<file path="src/rtl/ppc_pkg.sv">
// Shared types, widths and constants of the polygon plane clipper.
package ppc_pkg;

  localparam int unsigned AttrW      = 32;
  localparam int unsigned NumAttr    = 5;
  localparam int unsigned NrmW       = 16;
  localparam int unsigned DistW      = 50;
  localparam int unsigned DiffW      = DistW + 1;
  localparam int unsigned RemW       = DiffW + 1;
  localparam int unsigned FracW      = 16;
  localparam int unsigned TW         = FracW + 1;
  localparam int unsigned MulAW      = AttrW + 2;
  localparam int unsigned MulBW      = TW + 1;
  localparam int unsigned ProdW      = MulAW + MulBW;
  localparam int unsigned CountW     = 8;
  localparam int unsigned CfgIdxW    = 2;
  localparam int unsigned MaxVerticesDef = 64;
  localparam int unsigned MinPoly    = 3;
  localparam logic [NrmW-1:0] NormalZReset = 16'd16384;

  typedef enum logic [CfgIdxW-1:0] {
    CFG_NORMAL_X = 2'd0,
    CFG_NORMAL_Y = 2'd1,
    CFG_NORMAL_Z = 2'd2,
    CFG_PLANE_D  = 2'd3
  } cfg_idx_e;

  typedef enum logic [3:0] {
    S_IDLE,
    S_DIST,
    S_SEL,
    S_EDGE,
    S_EDGE2,
    S_DIV,
    S_MUL,
    S_ADD,
    S_EMITX,
    S_EDGE_END,
    S_END
  } state_e;

  typedef struct packed {
    logic busy;
    logic done;
  } div_sts_t;

endpackage

</file>
<file path="src/rtl/polygon_plane_clip.sv">
// Top level of the polygon plane clipper: sequencer, vertex storage and output register.
//
// Clips a streamed polygon against the plane normal . p >= plane_distance. Vertices
// arrive one per transaction; each one is held while the block works on it. Each edge
// that crosses the plane runs the 16-step divider, then the five interpolations
// through the one shared multiplier and the emit; the divider finishes at once
// when the far end lies exactly on the plane. A last vertex also closes the polygon
// and emits the end-of-polygon transaction. Output stalls hold the block longer.
module polygon_plane_clip #(
  parameter int unsigned MAX_VERTICES = ppc_pkg::MaxVerticesDef
) (
  input  logic                             clk_i,
  input  logic                             rst_ni,
  input  logic                             cfg_we_i,
  input  logic [ppc_pkg::CfgIdxW-1:0]      cfg_idx_i,
  input  logic [ppc_pkg::DistW-1:0]        cfg_data_i,
  input  logic                             in_valid_i,
  output logic                             in_stall_o,
  input  logic signed [31:0]               pos_x_i,
  input  logic signed [31:0]               pos_y_i,
  input  logic signed [31:0]               pos_z_i,
  input  logic signed [31:0]               tex_u_i,
  input  logic signed [31:0]               tex_v_i,
  input  logic                             last_vertex_i,
  output logic                             out_valid_o,
  input  logic                             out_stall_i,
  output logic                             item_kind_o,
  output logic signed [31:0]               out_x_o,
  output logic signed [31:0]               out_y_o,
  output logic signed [31:0]               out_z_o,
  output logic signed [31:0]               out_u_o,
  output logic signed [31:0]               out_v_o,
  output logic                             from_intersection_o,
  output logic                             last_result_o,
  output logic [7:0]                       vertex_count_o,
  output logic                             polygon_ok_o,
  output logic                             crossed_o
);

  localparam int unsigned CntMax = 2 * MAX_VERTICES;
  localparam int unsigned CntW   = $clog2(CntMax + 1);
  localparam int unsigned AW     = ppc_pkg::AttrW;
  localparam int unsigned NA     = ppc_pkg::NumAttr;

  ppc_pkg::state_e state_q, state_d;

  logic signed [ppc_pkg::NrmW-1:0]  nrm_q [3];
  logic signed [ppc_pkg::DistW-1:0] pd_q;

  logic signed [AW-1:0] cur_q   [NA];
  logic signed [AW-1:0] prev_q  [NA];
  logic signed [AW-1:0] first_q [NA];
  logic signed [AW-1:0] itp_q   [NA];
  logic signed [ppc_pkg::DistW-1:0] acc_q, prev_dist_q, first_dist_q;
  logic last_q, mode_q, await_q, cross_q;
  logic [CntW-1:0] cnt_q;
  logic [2:0] k_q;
  logic [ppc_pkg::TW-1:0] t_q;

  logic out_valid_q, kind_q, fi_q, lr_q, ok_q, cr_q;
  logic signed [AW-1:0] ov_q [NA];
  logic [7:0] vc_q;

  logic free, in_acc;
  logic signed [ppc_pkg::DistW-1:0] da, db;
  logic ina, inb;
  logic signed [ppc_pkg::DiffW-1:0] num_s, den_s;
  logic [ppc_pkg::DiffW-1:0] num_a, den_a, div_num, div_den;
  logic div_start;
  ppc_pkg::div_sts_t div_sts;
  logic [ppc_pkg::TW-1:0] div_q;
  logic signed [ppc_pkg::MulAW-1:0] mul_a;
  logic signed [ppc_pkg::MulBW-1:0] mul_b;
  logic signed [ppc_pkg::ProdW-1:0] prod;
  logic signed [AW-1:0] vb;
  logic signed [ppc_pkg::ProdW-1:0] prod_sh;
  logic emit_a, emit_x, emit_end;

  assign free   = !out_valid_q || !out_stall_i;
  assign in_acc = in_valid_i && !in_stall_o;
  assign in_stall_o = (state_q != ppc_pkg::S_IDLE);

  assign da  = prev_dist_q;
  assign db  = mode_q ? first_dist_q : acc_q;
  assign ina = da >= pd_q;
  assign inb = db >= pd_q;
  assign num_s = ppc_pkg::DiffW'(pd_q) - ppc_pkg::DiffW'(da);
  assign den_s = ppc_pkg::DiffW'(db) - ppc_pkg::DiffW'(da);
  assign num_a = num_s[ppc_pkg::DiffW-1] ? ppc_pkg::DiffW'(-num_s) : num_s;
  assign den_a = den_s[ppc_pkg::DiffW-1] ? ppc_pkg::DiffW'(-den_s) : den_s;
  assign div_num = num_a;
  assign div_den = den_a;

  assign vb = mode_q ? first_q[k_q] : cur_q[k_q];

  always_comb begin
    if (state_q == ppc_pkg::S_DIST) begin
      mul_a = ppc_pkg::MulAW'(cur_q[k_q[1:0]]);
      mul_b = ppc_pkg::MulBW'(nrm_q[k_q[1:0]]);
    end else begin
      mul_a = ppc_pkg::MulAW'(vb) - ppc_pkg::MulAW'(prev_q[k_q]);
      mul_b = $signed({1'b0, t_q});
    end
  end

  ppc_mul u_mul (
    .clk_i (clk_i),
    .a_i   (mul_a),
    .b_i   (mul_b),
    .p_o   (prod)
  );

  ppc_div u_div (
    .clk_i   (clk_i),
    .rst_ni  (rst_ni),
    .start_i (div_start),
    .num_i   (div_num),
    .den_i   (div_den),
    .sts_o   (div_sts),
    .q_o     (div_q)
  );

  assign prod_sh = prod >>> ppc_pkg::FracW;

  always_comb begin
    state_d   = state_q;
    div_start = 1'b0;
    emit_a    = 1'b0;
    emit_x    = 1'b0;
    emit_end  = 1'b0;
    unique case (state_q)
      ppc_pkg::S_IDLE: if (in_acc) state_d = ppc_pkg::S_DIST;
      ppc_pkg::S_DIST: if (k_q == 3'd3) state_d = ppc_pkg::S_SEL;
      ppc_pkg::S_SEL: state_d = await_q ? ppc_pkg::S_EDGE_END : ppc_pkg::S_EDGE;
      ppc_pkg::S_EDGE: begin
        if (!ina) begin
          state_d = ppc_pkg::S_EDGE2;
        end else if (free) begin
          emit_a  = 1'b1;
          state_d = ppc_pkg::S_EDGE2;
        end
      end
      ppc_pkg::S_EDGE2: begin
        if (ina != inb) begin
          div_start = 1'b1;
          state_d   = ppc_pkg::S_DIV;
        end else begin
          state_d = ppc_pkg::S_EDGE_END;
        end
      end
      ppc_pkg::S_DIV: if (div_sts.done) state_d = ppc_pkg::S_MUL;
      ppc_pkg::S_MUL: state_d = ppc_pkg::S_ADD;
      ppc_pkg::S_ADD: state_d = (k_q == 3'(NA - 1)) ? ppc_pkg::S_EMITX : ppc_pkg::S_MUL;
      ppc_pkg::S_EMITX: begin
        if (free) begin
          emit_x  = 1'b1;
          state_d = ppc_pkg::S_EDGE_END;
        end
      end
      ppc_pkg::S_EDGE_END: begin
        if (mode_q) state_d = ppc_pkg::S_END;
        else if (last_q) state_d = ppc_pkg::S_EDGE;
        else state_d = ppc_pkg::S_IDLE;
      end
      ppc_pkg::S_END: begin
        if (free) begin
          emit_end = 1'b1;
          state_d  = ppc_pkg::S_IDLE;
        end
      end
      default: state_d = ppc_pkg::S_IDLE;
    endcase
  end

  always_ff @(posedge clk_i or negedge rst_ni) begin
    if (!rst_ni) begin
      state_q     <= ppc_pkg::S_IDLE;
      nrm_q[0]    <= '0;
      nrm_q[1]    <= '0;
      nrm_q[2]    <= ppc_pkg::NormalZReset;
      pd_q        <= '0;
      await_q     <= 1'b1;
      cross_q     <= 1'b0;
      cnt_q       <= '0;
      mode_q      <= 1'b0;
      k_q         <= '0;
      out_valid_q <= 1'b0;
    end else begin
      state_q <= state_d;
      if (cfg_we_i) begin
        unique case (ppc_pkg::cfg_idx_e'(cfg_idx_i))
          ppc_pkg::CFG_NORMAL_X: nrm_q[0] <= cfg_data_i[ppc_pkg::NrmW-1:0];
          ppc_pkg::CFG_NORMAL_Y: nrm_q[1] <= cfg_data_i[ppc_pkg::NrmW-1:0];
          ppc_pkg::CFG_NORMAL_Z: nrm_q[2] <= cfg_data_i[ppc_pkg::NrmW-1:0];
          ppc_pkg::CFG_PLANE_D:  pd_q     <= cfg_data_i;
          default: ;
        endcase
      end
      if (emit_a || emit_x || emit_end) out_valid_q <= 1'b1;
      else if (!out_stall_i) out_valid_q <= 1'b0;
      if ((emit_a || emit_x) && (cnt_q < CntW'(CntMax))) cnt_q <= cnt_q + 1'b1;
      if (emit_x) cross_q <= 1'b1;
      unique case (state_q)
        ppc_pkg::S_IDLE: begin
          k_q    <= '0;
          mode_q <= 1'b0;
        end
        ppc_pkg::S_DIST: k_q <= (k_q == 3'd3) ? 3'd0 : k_q + 3'd1;
        ppc_pkg::S_SEL: begin
          if (await_q) begin
            await_q <= 1'b0;
            cnt_q   <= '0;
            cross_q <= 1'b0;
          end
        end
        ppc_pkg::S_DIV: k_q <= '0;
        ppc_pkg::S_ADD: k_q <= k_q + 3'd1;
        ppc_pkg::S_EDGE_END: if (!mode_q && last_q) mode_q <= 1'b1;
        ppc_pkg::S_END: begin
          if (emit_end) begin
            await_q <= 1'b1;
            cnt_q   <= '0;
            cross_q <= 1'b0;
          end
        end
        default: ;
      endcase
    end
  end

  always_ff @(posedge clk_i) begin
    if (in_acc) begin
      cur_q[0] <= pos_x_i;
      cur_q[1] <= pos_y_i;
      cur_q[2] <= pos_z_i;
      cur_q[3] <= tex_u_i;
      cur_q[4] <= tex_v_i;
      last_q   <= last_vertex_i;
      acc_q    <= '0;
    end
    if (state_q == ppc_pkg::S_DIST && k_q != 3'd0) begin
      acc_q <= acc_q + ppc_pkg::DistW'(prod);
    end
    if (state_q == ppc_pkg::S_SEL && await_q) begin
      first_q      <= cur_q;
      first_dist_q <= acc_q;
    end
    if (state_q == ppc_pkg::S_EDGE_END && !mode_q) begin
      prev_q      <= cur_q;
      prev_dist_q <= acc_q;
    end
    if (div_sts.done) t_q <= div_q;
    if (state_q == ppc_pkg::S_ADD) begin
      itp_q[k_q] <= prev_q[k_q] + AW'(prod_sh);
    end
    if (emit_a || emit_x) begin
      kind_q <= 1'b0;
      fi_q   <= emit_x;
      lr_q   <= 1'b0;
      vc_q   <= '0;
      ok_q   <= 1'b0;
      cr_q   <= 1'b0;
      for (int i = 0; i < NA; i++) ov_q[i] <= emit_x ? itp_q[i] : prev_q[i];
    end else if (emit_end) begin
      kind_q <= 1'b1;
      fi_q   <= 1'b0;
      lr_q   <= 1'b1;
      vc_q   <= 8'(cnt_q);
      ok_q   <= (cnt_q >= CntW'(ppc_pkg::MinPoly));
      cr_q   <= cross_q;
      for (int i = 0; i < NA; i++) ov_q[i] <= '0;
    end
  end

  assign out_valid_o         = out_valid_q;
  assign item_kind_o         = kind_q;
  assign out_x_o             = ov_q[0];
  assign out_y_o             = ov_q[1];
  assign out_z_o             = ov_q[2];
  assign out_u_o             = ov_q[3];
  assign out_v_o             = ov_q[4];
  assign from_intersection_o = fi_q;
  assign last_result_o       = lr_q;
  assign vertex_count_o      = vc_q;
  assign polygon_ok_o        = ok_q;
  assign crossed_o           = cr_q;

  a_cnt_bound: assert property (@(posedge clk_i) disable iff (!rst_ni)
    cnt_q <= CntW'(CntMax)) else $error("vertex count above saturation");
  a_div_idle: assert property (@(posedge clk_i) disable iff (!rst_ni)
    state_q == ppc_pkg::S_IDLE |-> !div_sts.busy) else $error("divider busy while idle");
  a_div_start: assert property (@(posedge clk_i) disable iff (!rst_ni)
    div_start |-> !div_sts.busy) else $error("divider restarted while busy");
  a_cross_flag: assert property (@(posedge clk_i) disable iff (!rst_ni)
    emit_x |=> cross_q) else $error("crossing not recorded");

endmodule

</file>
<file path="src/rtl/ppc_div.sv">
// Iterative restoring divider producing a Q1.16 ratio, one quotient bit per cycle.
module ppc_div (
  input  logic                            clk_i,
  input  logic                            rst_ni,
  input  logic                            start_i,
  input  logic [ppc_pkg::DiffW-1:0]       num_i,
  input  logic [ppc_pkg::DiffW-1:0]       den_i,
  output ppc_pkg::div_sts_t               sts_o,
  output logic [ppc_pkg::TW-1:0]          q_o
);

  logic                          busy_q, done_q;
  logic [ppc_pkg::RemW-1:0]      r_q;
  logic [ppc_pkg::DiffW-1:0]     den_q;
  logic [ppc_pkg::TW-1:0]        q_q;
  logic [4:0]                    n_q;
  logic [ppc_pkg::RemW-1:0]      r_sh;
  logic                          ge;

  assign r_sh = {r_q[ppc_pkg::RemW-2:0], 1'b0};
  assign ge   = r_sh >= {1'b0, den_q};

  always_ff @(posedge clk_i or negedge rst_ni) begin
    if (!rst_ni) begin
      busy_q <= 1'b0;
      done_q <= 1'b0;
      n_q    <= '0;
    end else begin
      done_q <= 1'b0;
      if (start_i) begin
        if (num_i >= den_i) begin
          done_q <= 1'b1;
        end else begin
          busy_q <= 1'b1;
          n_q    <= 5'(ppc_pkg::FracW);
        end
      end else if (busy_q) begin
        n_q <= n_q - 5'd1;
        if (n_q == 5'd1) begin
          busy_q <= 1'b0;
          done_q <= 1'b1;
        end
      end
    end
  end

  always_ff @(posedge clk_i) begin
    if (start_i) begin
      r_q   <= {1'b0, num_i};
      den_q <= den_i;
      q_q   <= (num_i >= den_i) ? ppc_pkg::TW'(1 << ppc_pkg::FracW) : '0;
    end else if (busy_q) begin
      r_q <= ge ? (r_sh - {1'b0, den_q}) : r_sh;
      q_q <= {q_q[ppc_pkg::TW-2:0], ge};
    end
  end

  assign sts_o.busy = busy_q;
  assign sts_o.done = done_q;
  assign q_o        = q_q;

endmodule

</file>
<file path="src/rtl/ppc_mul.sv">
// Shared signed multiplier with a registered product.
module ppc_mul (
  input  logic                              clk_i,
  input  logic signed [ppc_pkg::MulAW-1:0]  a_i,
  input  logic signed [ppc_pkg::MulBW-1:0]  b_i,
  output logic signed [ppc_pkg::ProdW-1:0]  p_o
);

  logic signed [ppc_pkg::ProdW-1:0] p_q;

  always_ff @(posedge clk_i) begin
    p_q <= a_i * b_i;
  end

  assign p_o = p_q;

endmodule

</file>
<file path="config.mk">
export PLATFORM = sky130hd
export DESIGN_NAME = polygon_plane_clip
export DESIGN_NICKNAME = d
export VERILOG_FILES = /design/src/rtl/ppc_pkg.sv /design/src/rtl/polygon_plane_clip.sv /design/src/rtl/ppc_div.sv /design/src/rtl/ppc_mul.sv
export SDC_FILE = /design/constraint.sdc
export NUM_CORES = 2
export LEC_CHECK = 0
export BUFFER_PORTS_ARGS = -buffer_cell sky130_fd_sc_hd__buf_2
export CORE_MARGIN = 3
export CORE_UTILIZATION = 50
export DETAILED_ROUTE_END_ITERATION = 16
export PLACE_DENSITY_LB_ADDON = 0.25
export SKIP_LAST_GASP = 1
export SLEW_MARGIN = 20
export SYNTH_ARGS = -nofsm -noshare
export SYNTH_HDL_FRONTEND = slang
export SYNTH_SLANG_ARGS = --single-unit
</file>
<file path="constraint.sdc">
create_clock -name clk_i -period 29.8 [get_ports clk_i]
set_input_delay 1.49 -clock clk_i [delete_from_list [all_inputs] [get_ports clk_i]]
set_output_delay 1.49 -clock clk_i [all_outputs]
set_load 0.05 [all_outputs]
</file>
==> results by group <==
Worst setup path
  – Critical path arrival: 13.97 ns
  – Critical Path RT: between 30 and 40 ns
  – Worst Path Buf+Inv: 5
  – Worst R2R End: u_mul.p_o[47]
  – Crit end category: flop
  – Startpoint Class: flop
  – Reg2reg start: k_q[0]
  – Crit Path Class: reg -> reg
  – Crit path max-delay cell type: dfrtp_4
  – Top cell family by delay on the critical path: compound AO/OA/AOI/OAI gates
  – CP peak stage delay: about 0.93 ns
  – CP dominant cell by count: fa_1
  – Crit path max fanout: 50
  – Worst Reg-to-Reg Cells: 39
  – R2r setup slk: 16.53 ns

Synth
  – Primary FF master, synth: edfxtp_1
  – Cells after Synth: 8309
  – Sequential cell area fraction in the yosys report: 41.9%
  – Yosys reg bits: 1273
  – Top-area cell type share of the netlist area: 37.0%
  – Synth Area per Inst: between 10 and 15 sq um
  – YS warnings: 0
  – Commonest cells in the netlist: edfxtp_1 (1088), nand2_1 (1024), inv_1 (874)
  – Async S/R FF share, synth: 9.74%
  – Post-synth EDFFs: 1088
  – Cell variety after synth: 103
  – Count leader, synth: edfxtp_1
  – Post-synth top area cell: edfxtp_1
  – Syn Nets: 9590
  – Mapped Area: 0.0883 sq mm
  – Largest cells by area after synthesis: edfxtp_1 (37%), fa_1 (13%), ha_1 (7.0%)

CTS
  – Hold Buf Count CTS: 0
  – H-tree levels: 4
  – CTS max path bufs: 3
  – Postcts setup bufs: 0
  – CTS resizes: 0
  – Clk_lat worst skew: roughly 0.80 ns
  – Sink Count: 1273
  – Clock transition at path regs: 0.06 ns
  – Root Buffer: clkbuf_16
  – CTS tree: done
  – CTS buffer count: 139

Run
  – Max Cap Viol: 0

Routing
  – DRT antenna net count: 0
  – Drt drc: 0
  – Via density per instance: ~6.0
  – Avg WL per Cell: 27.8 um
  – Vias: 67.0k
  – DRT Wirelength: 308000 um
  – First-pass DRT Iterations: 6
  – Drt first-iter violations: 6945

Floorplanning
  – IO Pins: 393
  – Starting density of the core: 50.5%
  – Die Ht: roughly 430 um
  – Die Wd: around 430 um
  – Die area: 0.182 sq mm
  – Rows: approximately 150
  – Core ar.: around 0.17 sq mm

Place
  – DP Area: ~0.093 sq mm
  – Final HPWL from detailed placement: 244000 um
  – Placer Congestion: 1.00
  – Port bufs: 392

Worst hold path
  – Hold_sp: u_div.q_o[16]
  – Worst min path class: reg -> reg
  – Hold Crit Depth: 0
  – Worst Hold End: t_q[16]

GRT
  – First-pass GRT wire length: around 440000 um
  – Initial antenna violation count: 27
  – Vias in the first global route: 65.1k
  – Global-route usage over all layers: 33.5%
  – Largest net degree at the start of global routing: 162
  – GR Overflow Total: 0

Timing
  – Layout Skew: between 0.04 and 0.05 ns
  – Setup TNS: 0 ns
  – Period utilisation layout: 44.5%
  – Final Hold Vio Count: 0
  – Setup-failing EPs final: 0
  – Fmax: 0.0754 GHz
  – Max_slew headroom: approximately 16%
  – RSZ-0062 raised after global routing: no
  – Min Tclk post-route: 13.27 ns
  – Slew @ Worst Pin: ~1.3 ns
  – Slew Limit Fails: 0

Final layout
  – Design Area, Final: 0.0977 sq mm
  – Share of cells above drive strength 1: 12.2%
  – Area Growth Syn to Fin: 10.6%
  – Final layout net count: 9911

Outcome
  – Status: finished clean
cell usage in the layout (no fill, tap or decap), drive strengths merged, types with 23 or more instances in the layout:
| master | instances |
|---|---|
| o21bai | 45 |
| a211oi | 49 |
| o21a | 63 |
| a221oi | 47 |
| buf | 504 |
| ha | 494 |
| dfxtp | 61 |
| dfrtp | 122 |
| o211ai | 23 |
| mux2i | 133 |
| or2 | 23 |
| edfxtp | 1088 |
| or3 | 38 |
| clkinv | 52 |
| nor3 | 109 |
| clkbuf | 179 |
| nand2 | 1025 |
| and3 | 68 |
| nand2b | 61 |
| mux4 | 42 |
| nand4 | 54 |
| a31oi | 60 |
| a21oi | 603 |
| o31ai | 29 |
| nor4 | 27 |
| fa | 569 |
| o21ai | 284 |
| mux2 | 216 |
| inv | 884 |
| a21o | 207 |
| nand3 | 107 |
| and2 | 88 |
| nor2b | 67 |
| xnor2 | 239 |
| o22a | 33 |
| xor2 | 156 |
| nor2 | 594 |
layer usage:
metal | up-vias | global-route usage, % | wire length [um]
met5 | - | 0 | 106
met4 | 16 | 16.2 | 17600
met3 | 644 | 7.91 | 29100
met2 | 3275 | 51.6 | 138000
met1 | 33400 | 44.6 | 123000
li1 | 29600 | - | -
state kept, by name, indices dropped and copies added (netlist names), 51 cells and up:
register,count
cur_q,160
first_q,160
itp_q,160
ov_q,160
prev_q,160
u_div.den_q,51
u_div.r_q,51
logic make-up after synthesis:
family	after synthesis	share of synthesized area, %
AND/OR/NAND/NOR	2336	11.9
XOR/XNOR	395	3.94
adder cells (fa/ha/maj)	1063	19.9
buffers and inverters	1200	5.12
flip-flops	1273	41.9
multiplexers	391	5.33
AO/OA/AOI/OAI	1651	11.9
worst max-delay path by stage:
| stage | startpoint | end | slack, ns | cells after the start |
|---|---|---|---|---|
| after floorplan | k_q[0] | u_mul.p_o[47] | 18.34 | 44 |
| after global placement | k_q[0] | u_mul.p_o[47] | 16.85 | 39 |
| after detailed placement | k_q[0] | u_mul.p_o[47] | 16.75 | 39 |
| after CTS | k_q[0] | u_mul.p_o[47] | 16.72 | 39 |
| after global routing | k_q[0] | u_mul.p_o[47] | 15.91 | 38 |
| final | k_q[0] | u_mul.p_o[47] | 16.53 | 39 |
stage by stage:
| step | util (%) | cells | hold slack (ns) | setup slack (ns) |
|---|---|---|---|---|
| after detailed placement | 53.2 | 10800 | 0.417 | 16.75 |
| after global routing | 55.9 | 11100 | 0.436 | 15.91 |
| after global placement | 53.2 | 10800 | 0.409 | 16.85 |
| after floorplan | - | 8309 | 0.400 | 18.34 |
| after CTS | 55.8 | 11100 | 0.438 | 16.72 |
| final | 55.9 | 11100 | 0.431 | 16.53 |
final cells by class:
cell class | count | area [sq um]
Fill cell | 14900 | 77100
Multi-Input combinational cell | 5836 | 47000
Sequential cell | 1273 | 37000
Clock buffer | 179 | 3780
Inverter | 876 | 3290
Tap cell | 2325 | 2910
Timing Repair Buffer | 504 | 2850
Clock inverter | 74 | 761
Antenna cell | 14 | 35.0
Power is not shown: default switching activity piles up to over one toggle a cycle in this logic, so the estimate is an artifact.
